<file path="config.mk">
export PLATFORM = sky130hd
export DESIGN_NAME = first_fit_aligned_zone_placer_core
export DESIGN_NICKNAME = d
export VERILOG_FILES = /design/src/rtl/ffazp_pkg.sv /design/src/rtl/ffazp_datapath.sv /design/src/rtl/ffazp_ctrl.sv /design/src/rtl/first_fit_aligned_zone_placer_core.sv
export SDC_FILE = /design/constraint.sdc
export NUM_CORES = 1
export LEC_CHECK = 0
export BUFFER_PORTS_ARGS = -buffer_cell sky130_fd_sc_hd__buf_2
export CAP_MARGIN = 10
export CORE_ASPECT_RATIO = 1.1
export CORE_MARGIN = 3
export CORE_UTILIZATION = 60
export DETAILED_ROUTE_END_ITERATION = 8
export PLACE_DENSITY = 0.86
export SKIP_CTS_REPAIR_TIMING = 1
export SLEW_MARGIN = 20
export SYNTH_ARGS = -nofsm -noshare
export SYNTH_HDL_FRONTEND = slang
export SYNTH_HIERARCHICAL = 1
export SYNTH_SLANG_ARGS = --single-unit
</file>
<file path="constraint.sdc">
create_clock -name aclk -period 15.6 [get_ports aclk]
set_input_delay 0 -clock aclk [delete_from_list [all_inputs] [get_ports aclk]]
set_output_delay 0 -clock aclk [all_outputs]
set_load 0.05 [all_outputs]
</file>
<file path="src/rtl/ffazp_pkg.sv">
package ffazp_pkg;

    localparam int ZONE_SLOTS = 4;
    localparam int ZONE_COUNT = 4;
    localparam int ADDR_BITS  = 16;
    localparam int END_BITS   = ADDR_BITS + 1;
    localparam int ZONE_W     = 2;
    localparam int CFG_IDX_W  = 4;
    localparam int CFG_DATA_W = END_BITS;
    localparam int S_TDATA_W  = 2 * ADDR_BITS;
    localparam int M_TDATA_W  = ADDR_BITS;
    localparam int M_TUSER_W  = 1 + ZONE_W;

    localparam logic [ZONE_W-1:0] LAST_ZONE = ZONE_W'(ZONE_COUNT - 1);

    // Controller to datapath.
    typedef struct packed {
        logic              load_item;
        logic              commit;
        logic [ZONE_W-1:0] zone;
    } ctrl_cmd_t;

    // Datapath to controller.
    typedef struct packed {
        logic fit;
        logic zero_size;
    } dp_status_t;

endpackage

</file>
<file path="src/rtl/ffazp_datapath.sv">
module ffazp_datapath (
    input  logic                                  aclk,
    input  logic                                  aresetn,
    input  logic                                  cfg_valid,
    input  logic [ffazp_pkg::CFG_IDX_W-1:0]       cfg_index,
    input  logic [ffazp_pkg::CFG_DATA_W-1:0]      cfg_wdata,
    input  logic [ffazp_pkg::S_TDATA_W-1:0]       item_data,
    input  logic                                  item_batch,
    input  ffazp_pkg::ctrl_cmd_t                  cmd,
    output ffazp_pkg::dp_status_t                 status,
    output logic [ffazp_pkg::M_TDATA_W-1:0]       res_data,
    output logic [ffazp_pkg::M_TUSER_W-1:0]       res_user
);

    logic [ffazp_pkg::ADDR_BITS-1:0] zone_start_reg [ffazp_pkg::ZONE_SLOTS];
    logic [ffazp_pkg::END_BITS-1:0]  zone_end_reg   [ffazp_pkg::ZONE_SLOTS];
    logic [ffazp_pkg::ADDR_BITS-1:0] fill_ptr_reg   [ffazp_pkg::ZONE_SLOTS];
    logic [ffazp_pkg::ADDR_BITS-1:0] size_reg;
    logic [ffazp_pkg::ADDR_BITS-1:0] mask_reg;
    logic [ffazp_pkg::M_TDATA_W-1:0] res_data_reg;
    logic [ffazp_pkg::M_TUSER_W-1:0] res_user_reg;

    logic [ffazp_pkg::END_BITS-1:0]  round_sum;
    logic [ffazp_pkg::ADDR_BITS-1:0] aligned_start;
    logic [ffazp_pkg::END_BITS-1:0]  block_end;
    logic [ffazp_pkg::ZONE_W-1:0]    zone_sel;

    assign zone_sel = cmd.zone;

    // Rounding up: adding the complement of the mask and then masking. A carry out
    // of the top bit means the aligned start is past the address space.
    assign round_sum     = {1'b0, fill_ptr_reg[zone_sel]} + {1'b0, ~mask_reg};
    assign aligned_start = round_sum[ffazp_pkg::ADDR_BITS-1:0] & mask_reg;
    assign block_end     = {1'b0, aligned_start} + {1'b0, size_reg};

    assign status.zero_size = (size_reg == '0);
    assign status.fit = !round_sum[ffazp_pkg::ADDR_BITS]
                        && (block_end < zone_end_reg[zone_sel]);

    always_ff @(posedge aclk) begin
        if (!aresetn) begin
            for (int i = 0; i < ffazp_pkg::ZONE_SLOTS; i++) begin
                zone_start_reg[i] <= '0;
                zone_end_reg[i]   <= '0;
                fill_ptr_reg[i]   <= '0;
            end
        end else begin
            if (cfg_valid && (cfg_index < ffazp_pkg::CFG_IDX_W'(2 * ffazp_pkg::ZONE_SLOTS)))
            begin
                if (cfg_index[0]) begin
                    zone_end_reg[cfg_index[ffazp_pkg::ZONE_W:1]] <= cfg_wdata;
                end else begin
                    zone_start_reg[cfg_index[ffazp_pkg::ZONE_W:1]] <=
                        cfg_wdata[ffazp_pkg::ADDR_BITS-1:0];
                end
            end
            if (cmd.load_item && item_batch) begin
                for (int i = 0; i < ffazp_pkg::ZONE_SLOTS; i++) begin
                    fill_ptr_reg[i] <= zone_start_reg[i];
                end
            end else if (cmd.commit && !status.zero_size && status.fit) begin
                fill_ptr_reg[zone_sel] <= block_end[ffazp_pkg::ADDR_BITS-1:0];
            end
        end
    end

    always_ff @(posedge aclk) begin
        if (cmd.load_item) begin
            size_reg <= item_data[ffazp_pkg::ADDR_BITS-1:0];
            mask_reg <= item_data[ffazp_pkg::S_TDATA_W-1:ffazp_pkg::ADDR_BITS];
        end
        if (cmd.commit) begin
            if (status.zero_size) begin
                res_data_reg <= fill_ptr_reg[0];
                res_user_reg <= {{ffazp_pkg::ZONE_W{1'b0}}, 1'b1};
            end else if (status.fit) begin
                res_data_reg <= aligned_start;
                res_user_reg <= {zone_sel, 1'b1};
            end else begin
                res_data_reg <= '0;
                res_user_reg <= '0;
            end
        end
    end

    assign res_data = res_data_reg;
    assign res_user = res_user_reg;

endmodule

</file>
<file path="src/rtl/ffazp_ctrl.sv">
module ffazp_ctrl (
    input  logic                   aclk,
    input  logic                   aresetn,
    input  logic                   s_tvalid,
    output logic                   s_tready,
    output logic                   m_tvalid,
    input  logic                   m_tready,
    input  ffazp_pkg::dp_status_t  status,
    output ffazp_pkg::ctrl_cmd_t   cmd
);

    typedef enum logic {
        ST_IDLE,
        ST_SCAN
    } state_t;

    state_t                         state_reg;
    logic [ffazp_pkg::ZONE_W-1:0]   zone_reg;
    logic                           out_valid_reg;
    logic                           out_valid_next;

    logic out_free;
    logic scan_done;
    logic accept;

    assign out_free  = !out_valid_reg || m_tready;
    assign scan_done = status.zero_size || status.fit || (zone_reg == ffazp_pkg::LAST_ZONE);
    assign accept    = s_tvalid && (state_reg == ST_IDLE);

    assign s_tready      = (state_reg == ST_IDLE);
    assign m_tvalid      = out_valid_reg;
    assign cmd.load_item = accept;
    assign cmd.commit    = (state_reg == ST_SCAN) && scan_done && out_free;
    assign cmd.zone      = zone_reg;

    // The output register fills on a commit and empties on a result transfer.
    assign out_valid_next = cmd.commit || (out_valid_reg && !m_tready);

    always_ff @(posedge aclk) begin
        if (!aresetn) begin
            state_reg     <= ST_IDLE;
            zone_reg      <= '0;
            out_valid_reg <= 1'b0;
        end else begin
            out_valid_reg <= out_valid_next;
            case (state_reg)
                ST_IDLE: begin
                    zone_reg <= '0;
                    if (accept) begin
                        state_reg <= ST_SCAN;
                    end
                end
                ST_SCAN: begin
                    // A finished scan waits here until the output register is free,
                    // so the pointer update happens only as the result enters the output register.
                    if (scan_done) begin
                        if (out_free) begin
                            state_reg <= ST_IDLE;
                        end
                    end else begin
                        zone_reg <= zone_reg + 1'b1;
                    end
                end
                default: begin
                    state_reg <= ST_IDLE;
                end
            endcase
        end
    end

endmodule

</file>
<file path="src/rtl/first_fit_aligned_zone_placer_core.sv">
// Channel | Direction | Handshake          | Contents
// s_      | in        | s_tvalid/s_tready  | tdata: block_size, align_mask; tuser: new_batch
// m_      | out       | m_tvalid/m_tready  | tdata: place_address; tuser: placed, zone_index
// cfg_    | in        | cfg_valid/cfg_ready| cfg_index: register, cfg_wdata: value
//
// An item is taken in by its transfer, then the zones are tried in order, one per cycle,
// through the single rounding adder and end compare, with the result loaded on the
// last of them. A zero-size item or a fit in zone 0 finishes at the zone 0 step.
// Reset (aresetn low, synchronous) clears zone registers and fill pointers to 0.
// A result waiting in the output register does not block the next transfer in; a
// finished scan stalls only while that register is still full and not taken.
module first_fit_aligned_zone_placer_core (
    input  logic                                 aclk,
    input  logic                                 aresetn,
    input  logic                                 s_tvalid,
    output logic                                 s_tready,
    // [15:0] block_size, [31:16] align_mask
    input  logic [ffazp_pkg::S_TDATA_W-1:0]      s_tdata,
    // [0] new_batch
    input  logic                                 s_tuser,
    output logic                                 m_tvalid,
    input  logic                                 m_tready,
    // [15:0] place_address
    output logic [ffazp_pkg::M_TDATA_W-1:0]      m_tdata,
    // [0] placed, [2:1] zone_index
    output logic [ffazp_pkg::M_TUSER_W-1:0]      m_tuser,
    input  logic                                 cfg_valid,
    output logic                                 cfg_ready,
    input  logic [ffazp_pkg::CFG_IDX_W-1:0]      cfg_index,
    input  logic [ffazp_pkg::CFG_DATA_W-1:0]     cfg_wdata
);

    ffazp_pkg::ctrl_cmd_t  cmd;
    ffazp_pkg::dp_status_t status;

    assign cfg_ready = 1'b1;

    ffazp_ctrl u_ctrl (
        .aclk     (aclk),
        .aresetn  (aresetn),
        .s_tvalid (s_tvalid),
        .s_tready (s_tready),
        .m_tvalid (m_tvalid),
        .m_tready (m_tready),
        .status   (status),
        .cmd      (cmd)
    );

    ffazp_datapath u_datapath (
        .aclk       (aclk),
        .aresetn    (aresetn),
        .cfg_valid  (cfg_valid),
        .cfg_index  (cfg_index),
        .cfg_wdata  (cfg_wdata),
        .item_data  (s_tdata),
        .item_batch (s_tuser),
        .cmd        (cmd),
        .status     (status),
        .res_data   (m_tdata),
        .res_user   (m_tuser)
    );

endmodule

</file>
==> results of run 1 <==
## final cells by class
type / instances / area share, %
Clock buffer: 34 / 4.682
Clock inverter: 10 / 0.7439
Multi-Input combinational cell: 555 / 31.78
Inverter: 42 / 1.103
Timing Repair Buffer: 143 / 7.036
Tap cell: 252 / 2.205
Sequential cell: 251 / 52.45
## metal layers
metal  track usage (%)  share of wire (%)
met1             33.50                 41
met5                 0                  0
met2             42.64                 50
met3             2.812                6.3
met4             7.153                2.7
## cell usage in the layout (no fill, tap or decap), types with 9 or more instances in the layout
| cell | Yosys | routed |
|---|---|---|
| sky130_fd_sc_hd__nand3_1 | 11 | 11 |
| sky130_fd_sc_hd__xnor2_1 | 17 | 17 |
| sky130_fd_sc_hd__ha_1 | 50 | 50 |
| sky130_fd_sc_hd__edfxtp_1 | 247 | 247 |
| sky130_fd_sc_hd__clkbuf_16 | 0 | 25 |
| sky130_fd_sc_hd__and3_1 | 20 | 19 |
| sky130_fd_sc_hd__buf_2 | 2 | 79 |
| sky130_fd_sc_hd__xor2_1 | 9 | 9 |
| sky130_fd_sc_hd__a21o_1 | 12 | 12 |
| sky130_fd_sc_hd__o21ai_0 | 30 | 23 |
| sky130_fd_sc_hd__and2_1 | 124 | 124 |
| sky130_fd_sc_hd__a21oi_1 | 25 | 25 |
| sky130_fd_sc_hd__buf_4 | 5 | 12 |
| sky130_fd_sc_hd__mux4_2 | 33 | 33 |
| sky130_fd_sc_hd__dlygate4sd3_1 | 0 | 52 |
| sky130_fd_sc_hd__a22o_1 | 72 | 72 |
| sky130_fd_sc_hd__inv_1 | 42 | 42 |
| sky130_fd_sc_hd__nand2_1 | 23 | 23 |
| sky130_fd_sc_hd__nor2_1 | 36 | 33 |
| sky130_fd_sc_hd__nand2b_1 | 11 | 11 |
## worst register-to-register path: cells and delay by family, from the launching register on
kind                       cells  cell delay, ns
xor gates and xnor gates       2            0.55
adders and majority gates      3            0.90
AOI/OAI and AO/OA             12            2.60
buffers and inverters          2            0.88
DFF                            1            0.77
and+or+nand+nor                9            3.47
muxes                          1            0.59
## power by group
group / switching (mW) / total [mW] / internal, mW / leakage (nW)
Sequential: 0.0411 / 0.884 / 0.843 / 2.46
Clock: 0.242 / 0.574 / 0.333 / 0.372
Combinational: 0.575 / 0.892 / 0.317 / 2.70
Total: 0.858 / 2.35 / 1.49 / 5.53
## final timing paths
kind / startpoint / slack, ns / cells past startpoint / to
worst min register to register: u_datapath/zone_start_reg[1][5] / 0.54 / 1 / u_datapath/fill_ptr_reg[1][5]
worst max register to register: u_ctrl/zone_reg[0] / 5.44 / 29 / u_datapath/fill_ptr_reg[0][9]
worst min-delay path: aresetn / 0.002 / 3 / u_ctrl/m_tvalid
worst max-delay path: u_ctrl/zone_reg[0] / 5.44 / 29 / u_datapath/fill_ptr_reg[0][9]
## metrics by stage
| step | instance area [sq um] | power (mW) | hold WS (ns) | util (%) | setup slack, ns |
|---|---|---|---|---|---|
| detailed placement | 12990 | 1.750 | 0.1783 | 64.97 | 5.634 |
| CTS | 13770 | 2.328 | -0.3665 | 68.85 | 5.577 |
| finish | 14300 | 2.350 | 0.002162 | 71.49 | 5.440 |
| global route | 14300 | 2.459 | 0.04706 | 71.49 | 4.844 |
| floorplan | 12350 | 1.524 | 0.09887 | - | 7.092 |
| global placement | 12990 | 1.717 | 0.1776 | 64.97 | 5.932 |
## logic make-up (layout without fill, tap and decap cells)
group / after synthesis / in the layout / share of synthesized area [%]
AND/OR/NAND/NOR: 263 / 263 / 12.45
flip-flops: 251 / 251 / 60.73
AO/OA/AOI/OAI: 179 / 179 / 10.82
buffers and inverters: 77 / 229 / 2.635
adder cells (fa/ha/maj): 52 / 52 / 5.392
multiplexers: 34 / 34 / 6.101
XOR/XNOR: 26 / 26 / 1.845
other: 1 / 1 / 0.03038
==> impl_results.md, run 1 <==
* Worst voltage drop across the vdd grid at 0.1186 mV
* Endpoints failing setup at 0
* Leading post-synthesis cells by instance count: 247 x sky130_fd_sc_hd__edfxtp_1, 124 x sky130_fd_sc_hd__and2_1, 72 x sky130_fd_sc_hd__a22o_1
* Clock H-tree levels at 1
* Share of the clock period used by the worst path after layout at 65.13%
* Crit path max fanout at 22
* Library cells used by synthesis at 62
* Netlist Area Pre-Place at 12,350 sq um
* Slowest-stage cell, CP: sky130_fd_sc_hd__and3_1
* Wire length of the first global-routing pass at 43.15 mm
* Number of DRC markers after the initial detailed-route iteration at 761
* Warning count from the yosys run at 6
* Area of the multi-input gates at 4543 sq um
* Count of buffer and inverter cells on the critical path at 2
* Total negative setup slack at 0 ns
* Arrival time worst endpoint at 10.30 ns
* Storage cell area at 7500 sq um
* Non-Filler Instances at 1,287
* Post-Synthesis Mean Instance Area at 13.98 sq um
* Overall global routing resource usage at 24.72%
* Initial cell density of the core at 61.73%
* Most frequently used cell type in the post-synthesis netlist: sky130_fd_sc_hd__edfxtp_1
* Top flip-flop cell by instance count after synthesis: sky130_fd_sc_hd__edfxtp_1
* TritonCTS clock tree: built
* Rows at 54
* Worst path max stage delay at 0.85 ns
* Residual DRC count at 0
* Post-Syn Instances at 883
* Largest area contributor in the netlist: sky130_fd_sc_hd__edfxtp_1
* Initial antenna violation count at 0
* Ports at 81
* Maximum number of pins on one net before global-route repair at 65
* Ratio of cells with drive above 1 in the final layout at 17.10%
* Post-synth EDFFs at 247
* Post-detailed-route count of antenna-violating nets at 0
* Kind of end point of the critical path: register
* Total detailed-routing wirelength at 28.28 mm
* Vias after detailed routing at 7,973
* Wire length per cell after detailed routing at 21.98 microns
* Unrepaired setup endpoints after global routing: false
* Status: finished, final reports clean
* Crit path kind: register to register
* DIE AREA at 22,330 sq um
* GPL Wtd Cong at 0.9080
* Die Y-Extent at 156.4 microns
* Skew-Pair Late Insertion Delay at 0.53 ns
* Data required time of the critical path at 15.74 ns
* Floorplan Core Area at 20,000 sq um
* Number of iterations in the first detailed-routing pass at 5
* Path type of the worst min-delay path: primary input to register
* PD cells at 164.4 nW/um^2
* Element type at the critical path start: register
* Routed via count divided by cell count at 6.195
* Final-report max-slew violation count at 0
* Root Driver: sky130_fd_sc_hd__clkbuf_16
* Number of synthesized register bits at 251
* HPWL after detailed placement at 19.52 mm
* Post-synthesis sequential area ratio at 60.73%
* Cell family with most CP delay: simple AND/OR/NAND/NOR gates
* Transition time at the pin with the least slew margin at 1.063 ns
* Fill cell instance count of the final layout at 1,239
* Count of clock tree sinks at 251
* Number of cells in the design after placement at 1,191
* Number of flip-flops in the largest register at 68
* Headroom to the max-slew limit at 29.15%
* Cts bufs inserted at 25
* Clock transition at path regs at 0.06 ns
* Max frequency at 0.09843 GHz
* Syn_nets at 994
* Vias in the first global route at 7,914
* Clock Tree Buf Depth at 3
* Antenna diode instance count at 0
* Largest clock skew in the final design at 0.02271 ns
* Leading post-synthesis cells by cell area: sky130_fd_sc_hd__edfxtp_1 60%, sky130_fd_sc_hd__and2_1 6.3%, sky130_fd_sc_hd__mux4_2 6.0%
* Final-stage net count at 1,129
* Minimum clock period at 10.16 ns
* Port buffer count at 79
* X dimension of the die at 142.8 microns
* Total overflow reported by the global router at 0
* Top-area cell type share of the netlist area at 60.08%
* Max-cap viol count at 0
* Share of flip-flops with an asynchronous set or reset at 0%
* Leakage power total at 5.531 nW
* Layout Area Growth over Synthesis at 15.81%
* Number of endpoints with negative hold slack in the final report at 0
Note: power is estimated with default switching activity, not from simulation.
==> inputs of run 2 (changes only) <==
Settings changed: ABC_AREA from default to 1, CORE_UTILIZATION 60 to 55, PLACE_DENSITY 0.86 to 0.83.
Clock period 15.6 ns to 8.33 ns, I/O delays scaled along.
==> impl_results.md, run 2 <==
* Worst voltage drop across the vdd grid at 0.2411 mV (was 0.1186 mV)
* Syn_nets at 1,332 (was 994)
* Post-synth EDFFs at 247 (unchanged)
* Leading post-synthesis cells by instance count: 372 x sky130_fd_sc_hd__nand2_1, 247 x sky130_fd_sc_hd__edfxtp_1, 192 x sky130_fd_sc_hd__nor2_1 (was 247 x sky130_fd_sc_hd__edfxtp_1, 124 x sky130_fd_sc_hd__and2_1, 72 x sky130_fd_sc_hd__a22o_1)
* Fill cell instance count of the final layout at 1,597 (was 1,239)
* Minimum clock period at 7.694 ns (was 10.16 ns)
* Leakage power total at 6.224 nW (was 5.531 nW)
* Share of the clock period used by the worst path after layout at 92.36% (was 65.13%)
* Proportion of power drawn by flip-flops and latches at 32.1% (was 37.6%)
* Number of cells in the design after placement at 1,566 (was 1,191)
* Worst path max stage delay at 0.52 ns (was 0.85 ns)
* Crit path max fanout at 16 (was 22)
* Skew-Pair Late Insertion Delay at 0.55 ns (was 0.53 ns)
* Element type at the critical path start: register (unchanged)
* Number of iterations in the first detailed-routing pass at 7 (was 5)
* Number of flip-flops in the largest register at 68 (unchanged)
* Vias after detailed routing at 9,212 (was 7,973)
* Port buffer count at 79 (unchanged)
* Endpoints failing setup at 0 (unchanged)
* GPL Wtd Cong at 0.9593 (was 0.9080)
* Overall global routing resource usage at 24.49% (was 24.72%)
* Clock H-tree levels at 1 (unchanged)
* Most frequently used cell type in the post-synthesis netlist: sky130_fd_sc_hd__nand2_1 (was sky130_fd_sc_hd__edfxtp_1)
* Die Y-Extent at 162.7 microns (was 156.4 microns)
* Root Driver: sky130_fd_sc_hd__clkbuf_16 (unchanged)
* Switching fraction of total power at 43.51% (was 36.49%)
* Path type of the worst min-delay path: primary input to register (unchanged)
* Library cells used by synthesis at 40 (was 62)
* Initial antenna violation count at 0 (unchanged)
* Post-Synthesis Mean Instance Area at 10.05 sq um (was 13.98 sq um)
* Wire length per cell after detailed routing at 18.10 microns (was 21.98 microns)
* Status: finished with violations (was finished, final reports clean)
* Residual DRC count at 0 (unchanged)
* Clock transition at path regs at 0.06 ns (about the same)
* Kind of end point of the critical path: register (unchanged)
* Warning count from the yosys run at 6 (unchanged)
* Max frequency at 0.1300 GHz (was 0.09843 GHz)
* Violated checks: hold timing
* Layout Area Growth over Synthesis at 16.59% (was 15.81%)
* Rows at 56 (was 54)
* Leading post-synthesis cells by cell area: sky130_fd_sc_hd__edfxtp_1 60%, sky130_fd_sc_hd__nand2_1 11%, sky130_fd_sc_hd__nor2_1 5.9% (was sky130_fd_sc_hd__edfxtp_1 60%, sky130_fd_sc_hd__and2_1 6.3%, sky130_fd_sc_hd__mux4_2 6.0%)
* Worst hold-check slack at -0.004111 ns (was 0.002162 ns)
* Post-detailed-route count of antenna-violating nets at 0 (unchanged)
* TritonCTS clock tree: built (unchanged)
* X dimension of the die at 148.4 microns (was 142.8 microns)
* DIE AREA at 24,150 sq um (was 22,330 sq um)
* Util after Layout at 66.09% (was 71.49%)
* Post-Syn Instances at 1,221 (was 883)
* Final-stage net count at 1,470 (was 1,129)
* Internal power summed over all cells at 3.012 mW (was 1.492 mW)
* Initial cell density of the core at 56.69% (was 61.73%)
* Max-cap viol count at 0 (unchanged)
* Share of flip-flops with an asynchronous set or reset at 0% (unchanged)
* Maximum number of pins on one net before global-route repair at 65 (unchanged)
* Number of synthesized register bits at 251 (unchanged)
* Ports at 81 (unchanged)
* Arrival time worst endpoint at 7.93 ns (was 10.30 ns)
* Antenna diode instance count at 0 (unchanged)
* Total detailed-routing wirelength at 30.21 mm (was 28.28 mm)
* Final-report max-slew violation count at 0 (unchanged)
* Headroom to the max-slew limit at 46.99% (was 29.15%)
* Post-synthesis sequential area ratio at 61.08% (was 60.73%)
* Number of endpoints with negative hold slack in the final report at 2 (was 0)
* Non-Filler Instances at 1,669 (was 1,287)
* Cell repeated most along the worst path: sky130_fd_sc_hd__nand2_1
* Wire length of the first global-routing pass at 46.81 mm (was 43.15 mm)
* Netlist Area Pre-Place at 12,270 sq um (was 12,350 sq um)
* Slowest-stage cell, CP: sky130_fd_sc_hd__dfxtp_1 (was sky130_fd_sc_hd__and3_1)
* Floorplan Core Area at 21,650 sq um (was 20,000 sq um)
* HPWL after detailed placement at 21.64 mm (was 19.52 mm)
* Top flip-flop cell by instance count after synthesis: sky130_fd_sc_hd__edfxtp_1 (unchanged)
* Ratio of cells with drive above 1 in the final layout at 10.66% (was 17.10%)
* Count of clock tree sinks at 251 (unchanged)
* PD cells at 372.5 nW/um^2 (was 164.4 nW/um^2)
* Largest area contributor in the netlist: sky130_fd_sc_hd__edfxtp_1 (unchanged)
* Top-area cell type share of the netlist area at 60.43% (was 60.08%)
* Crit path kind: register to register (unchanged)
* Routed via count divided by cell count at 5.519 (was 6.195)
* Net switching power at 2.319 mW (was 857.5 uW)
* Total overflow reported by the global router at 0 (unchanged)
* Most common cell after layout, fill and taps aside: sky130_fd_sc_hd__nand2_1 (was sky130_fd_sc_hd__edfxtp_1)
* Vias in the first global route at 8,815 (was 7,914)
* Number of DRC markers after the initial detailed-route iteration at 1,017 (was 761)
* Share of total power in combinational logic at 47.7% (was 38.0%)
* Cts bufs inserted at 26 (was 25)
* Largest clock skew in the final design at 0.02074 ns (was 0.02271 ns)
* Leading cell types in the layout, fill and taps excluded: 372 x sky130_fd_sc_hd__nand2_1, 247 x sky130_fd_sc_hd__edfxtp_1, 188 x sky130_fd_sc_hd__nor2_1, 88 x sky130_fd_sc_hd__inv_1, 79 x sky130_fd_sc_hd__buf_2 (was 247 x sky130_fd_sc_hd__edfxtp_1, 124 x sky130_fd_sc_hd__and2_1, 79 x sky130_fd_sc_hd__buf_2, 72 x sky130_fd_sc_hd__a22o_1, 52 x sky130_fd_sc_hd__dlygate4sd3_1)
* Transition time at the pin with the least slew margin at 0.7932 ns (was 1.063 ns)
* Clock group share of total power at 20.2% (was 24.4%)
* Data required time of the critical path at 8.56 ns (was 15.74 ns)
* Clock Tree Buf Depth at 3 (unchanged)
run 2: metal layers:
layer / share of wire [%] / global-route usage (%)
met1: 41 / 32.73
met2: 49 / 41.70
met3: 7.2 / 3.702
met4: 2.7 / 7.518
met5: 0 / 0
run 2: power groups by stage:
stage	Clock (mW)	Combinational (mW)	Sequential, mW
after global placement	0	2.38	1.73
after detailed placement	0	2.44	1.73
final	1.08	2.54	1.71
after CTS	1.10	2.46	1.71
after global routing	1.15	2.79	1.73
after floorplan	0	1.61	1.87
run 2: cell families after synthesis:
family                     share of synthesized area (%)
DFF                                                61.08
AOI/OAI and AO/OA                                  8.236
and+or+nand+nor                                    19.81
buffers and inverters                              4.353
other                                            0.03055
adders and majority gates                          5.423
xor gates and xnor gates                           1.070
run 2: through the flow:
| stage | total power [mW] | instance area, sq um | hold WS, ns | setup TNS (ns) | setup slack [ns] |
|---|---|---|---|---|---|
| floorplan | 3.480 | 12270 | 0.09887 | 0 | 1.410 |
| global placement | 4.112 | 12960 | 0.1782 | 0 | 0.9741 |
| detailed placement | 4.179 | 12960 | 0.1781 | 0 | 0.8589 |
| CTS | 5.267 | 13760 | -0.3838 | 0 | 0.8295 |
| global route | 5.664 | 14310 | 0.01962 | -0.1340 | -0.01434 |
| finish | 5.331 | 14310 | -0.004111 | 0 | 0.6364 |
run 2: critical path, delay by kind of cell (launching register included):
| kind | cells | cell delay (ns) |
|---|---|---|
| adders and majority gates | 3 | 1.02 |
| DFF | 1 | 0.52 |
| and+or+nand+nor | 18 | 2.71 |
| xor gates and xnor gates | 1 | 0.43 |
| AOI/OAI and AO/OA | 6 | 1.50 |
| buffers and inverters | 7 | 1.17 |
run 2: final cells by class:
| type | count | area, sq um | share of cell area, % |
|---|---|---|---|
| Clock buffer | 31 | 669.4 | 4.678 |
| Clock inverter | 17 | 127.6 | 0.8918 |
| Inverter | 96 | 364.1 | 2.544 |
| Multi-Input combinational cell | 838 | 4258 | 29.75 |
| Sequential cell | 251 | 7497 | 52.39 |
| Tap cell | 290 | 362.8 | 2.536 |
| Timing Repair Buffer | 145 | 1026 | 7.170 |
| Timing Repair inverter | 1 | 5.005 | 0.03497 |
run 2: final timing paths:
path                                                       from                               end  cells past startpoint  slack (ns)
worst max-delay path                         u_ctrl/zone_reg[0]    u_datapath/fill_ptr_reg[0][13]                     35        0.64
worst max register to register               u_ctrl/zone_reg[0]    u_datapath/fill_ptr_reg[0][13]                     35        0.64
worst min-delay path                               cfg_index[2]  u_datapath/zone_start_reg[1][14]                      3      -0.004
worst min register to register  u_datapath/zone_start_reg[3][1]     u_datapath/fill_ptr_reg[3][1]                      2        0.51
==> inputs of run 3 (changes only) <==
==> constraint.sdc (replaced) <==
create_clock -name aclk -period 8.33 [get_ports aclk]
set_input_delay 1.2495 -clock aclk [delete_from_list [all_inputs] [get_ports aclk]]
set_output_delay 1.2495 -clock aclk [all_outputs]
set_load 0.05 [all_outputs]
==> impl_results.md, run 3 (same netlist as run 2, synthesis figures left out) <==
* Vias after detailed routing at 8,972 (was 9,212)
* Floorplan Core Area at 21,650 sq um (unchanged)
* Post-detailed-route count of antenna-violating nets at 0 (unchanged)
* Residual DRC count at 0 (unchanged)
* Fill cell instance count of the final layout at 1,668 (was 1,597)
* Ratio of cells with drive above 1 in the final layout at 11.09% (was 10.66%)
* Switching fraction of total power at 43.59% (was 43.51%)
* Max frequency at 0.1300 GHz (about the same)
* Count of clock tree sinks at 251 (unchanged)
* Leakage power total at 5.995 nW (was 6.224 nW)
* Path type of the worst min-delay path: register to register (was primary input to register)
* Port buffer count at 79 (unchanged)
* Count of buffer and inverter cells on the critical path at 7 (unchanged)
* Util after Layout at 63.60% (was 66.09%)
* X dimension of the die at 148.4 microns (unchanged)
* Cell family with most CP delay: simple AND/OR/NAND/NOR gates (unchanged)
* Slowest-stage cell, CP: sky130_fd_sc_hd__xnor2_1 (was sky130_fd_sc_hd__dfxtp_1)
* Final design area excluding fillers at 13,770 sq um (was 14,310 sq um)
* Cell repeated most along the worst path: sky130_fd_sc_hd__nand2_1 (unchanged)
* HPWL after detailed placement at 21.64 mm (unchanged)
* Crit path max fanout at 16 (unchanged)
* Layout Area Growth over Synthesis at 12.18% (was 16.59%)
* Rows at 56 (unchanged)
* Internal power summed over all cells at 2.992 mW (was 3.012 mW)
* Number of flip-flops in the largest register at 68 (unchanged)
* PD cells at 385.2 nW/um^2 (was 372.5 nW/um^2)
* Skew-Pair Late Insertion Delay at 0.55 ns (about the same)
* Headroom to the max-slew limit at 45.32% (was 46.99%)
* Number of endpoints with negative hold slack in the final report at 0 (was 2)
* Clock Tree Buf Depth at 3 (unchanged)
* Element type at the critical path start: register (unchanged)
* Status: finished, final reports clean (was finished with violations)
* Wire length of the first global-routing pass at 46.81 mm (unchanged)
* Cts bufs inserted at 26 (unchanged)
* TritonCTS clock tree: built (unchanged)
* Total overflow reported by the global router at 0 (unchanged)
* Clock transition at path regs at 0.06 ns (about the same)
* Wire length per cell after detailed routing at 18.32 microns (was 18.10 microns)
* Crit path kind: register to register (unchanged)
* DIE AREA at 24,150 sq um (unchanged)
* Number of DRC markers after the initial detailed-route iteration at 1,008 (was 1,017)
* Clock H-tree levels at 1 (unchanged)
* Arrival time worst endpoint at 7.92 ns (was 7.93 ns)
* Clock group share of total power at 20.3% (was 20.2%)
* Final-stage net count at 1,416 (was 1,470)
* Non-Filler Instances at 1,615 (was 1,669)
* Leading cell types in the layout, fill and taps excluded: 372 x sky130_fd_sc_hd__nand2_1, 247 x sky130_fd_sc_hd__edfxtp_1, 188 x sky130_fd_sc_hd__nor2_1, 88 x sky130_fd_sc_hd__inv_1, 79 x sky130_fd_sc_hd__buf_2 (unchanged)
* Most common cell after layout, fill and taps aside: sky130_fd_sc_hd__nand2_1 (unchanged)
* Final-report max-slew violation count at 0 (unchanged)
* Maximum number of pins on one net before global-route repair at 65 (unchanged)
* Root Driver: sky130_fd_sc_hd__clkbuf_16 (unchanged)
* Transition time at the pin with the least slew margin at 0.8193 ns (was 0.7932 ns)
* Initial cell density of the core at 56.69% (unchanged)
* Endpoints failing setup at 0 (unchanged)
* Die Y-Extent at 162.7 microns (unchanged)
* Max-cap viol count at 0 (unchanged)
* Total detailed-routing wirelength at 29.59 mm (was 30.21 mm)
* Number of cells in the design after placement at 1,566 (unchanged)
* GPL Wtd Cong at 0.9593 (unchanged)
* Share of the clock period used by the worst path after layout at 92.33% (was 92.36%)
* Worst path max stage delay at 0.55 ns (was 0.52 ns)
* Kind of end point of the critical path: register (unchanged)
* Share of total power in combinational logic at 47.5% (was 47.7%)
* Minimum clock period at 7.691 ns (was 7.694 ns)
* Storage cell area at 7497 sq um (unchanged)
* Routed via count divided by cell count at 5.555 (was 5.519)
* Net switching power at 2.312 mW (was 2.319 mW)
* Antenna diode instance count at 0 (unchanged)
* Post-detailed-placement cell area at 12,960 sq um (unchanged)
* Data required time of the critical path at 8.56 ns (about the same)
* Initial antenna violation count at 0 (unchanged)
* Vias in the first global route at 8,815 (unchanged)
* Ports at 81 (unchanged)
* Overall global routing resource usage at 24.49% (unchanged)
* Worst voltage drop across the vdd grid at 0.2407 mV (was 0.2411 mV)
* Number of iterations in the first detailed-routing pass at 7 (unchanged)
* Largest clock skew in the final design at 0.02016 ns (was 0.02074 ns)
* Area of the multi-input gates at 4258 sq um (unchanged)
* Proportion of power drawn by flip-flops and latches at 32.3% (was 32.1%)
## run 3: cell types whose count changed in the layout (fill, tap and decap cells not counted), sizes merged
cell / delta
dlygate4sd3: -54
## run 3: path summary, 6_finish.rpt
kind                                     to  cells after the start  slack, ns                            start
max reg2reg  u_datapath/fill_ptr_reg[0][13]                     34       0.64               u_ctrl/zone_reg[0]
min           u_datapath/fill_ptr_reg[3][1]                      2       0.51  u_datapath/zone_start_reg[3][1]
min reg2reg   u_datapath/fill_ptr_reg[3][1]                      2       0.51  u_datapath/zone_start_reg[3][1]
max          u_datapath/fill_ptr_reg[0][13]                     34       0.64               u_ctrl/zone_reg[0]
## run 3: layout make-up
class,count,share of cell area (%)
timing repair buffer,91,3.526
multi-input combinational,838,30.92
tap,290,2.635
clock buffer,31,4.861
clock inverter,17,0.9268
timing repair inverter,1,0.03635
sequential,251,54.45
inverter,96,2.644
## run 3: worst min-delay path, delay by kind of cell (launching register included)
family	cells	cell delay (ns)
flip-flops	1	0.31
AND/OR/NAND/NOR	2	0.10
## run 3: per-stage QoR
stage | hold WS, ns | TNS, ns | total power, mW | setup slack [ns]
floorplan | 0.4854 | 0 | 3.480 | 1.410
global placement | 0.4859 | 0 | 4.112 | 0.9741
detailed placement | 0.5021 | 0 | 4.179 | 0.8589
CTS | 0.5123 | 0 | 5.267 | 0.8295
global route | 0.5438 | -0.1536 | 5.638 | -0.01651
finish | 0.5114 | 0 | 5.304 | 0.6391
## run 3: power groups by stage
stage / Combinational, mW / Sequential, mW / Clock (mW)
5_1_grt: 2.77 / 1.72 / 1.15
4_1_cts: 2.46 / 1.71 / 1.10
6_report: 2.52 / 1.71 / 1.07
2_1_floorplan: 1.61 / 1.87 / 0
3_3_place_gp: 2.38 / 1.73 / 0
3_5_place_dp: 2.44 / 1.73 / 0
## run 3: per-layer routing
layer  track usage [%]  wire (microns)  part of all wire, %  vias up
met5                 0               0                    0        -
met1             32.73           11940                   40     4182
li1                  -               -                    -     4306
met2             41.70           14500                   49      426
met3             3.702            2335                  7.9       58
met4             7.518             810                  2.7        0
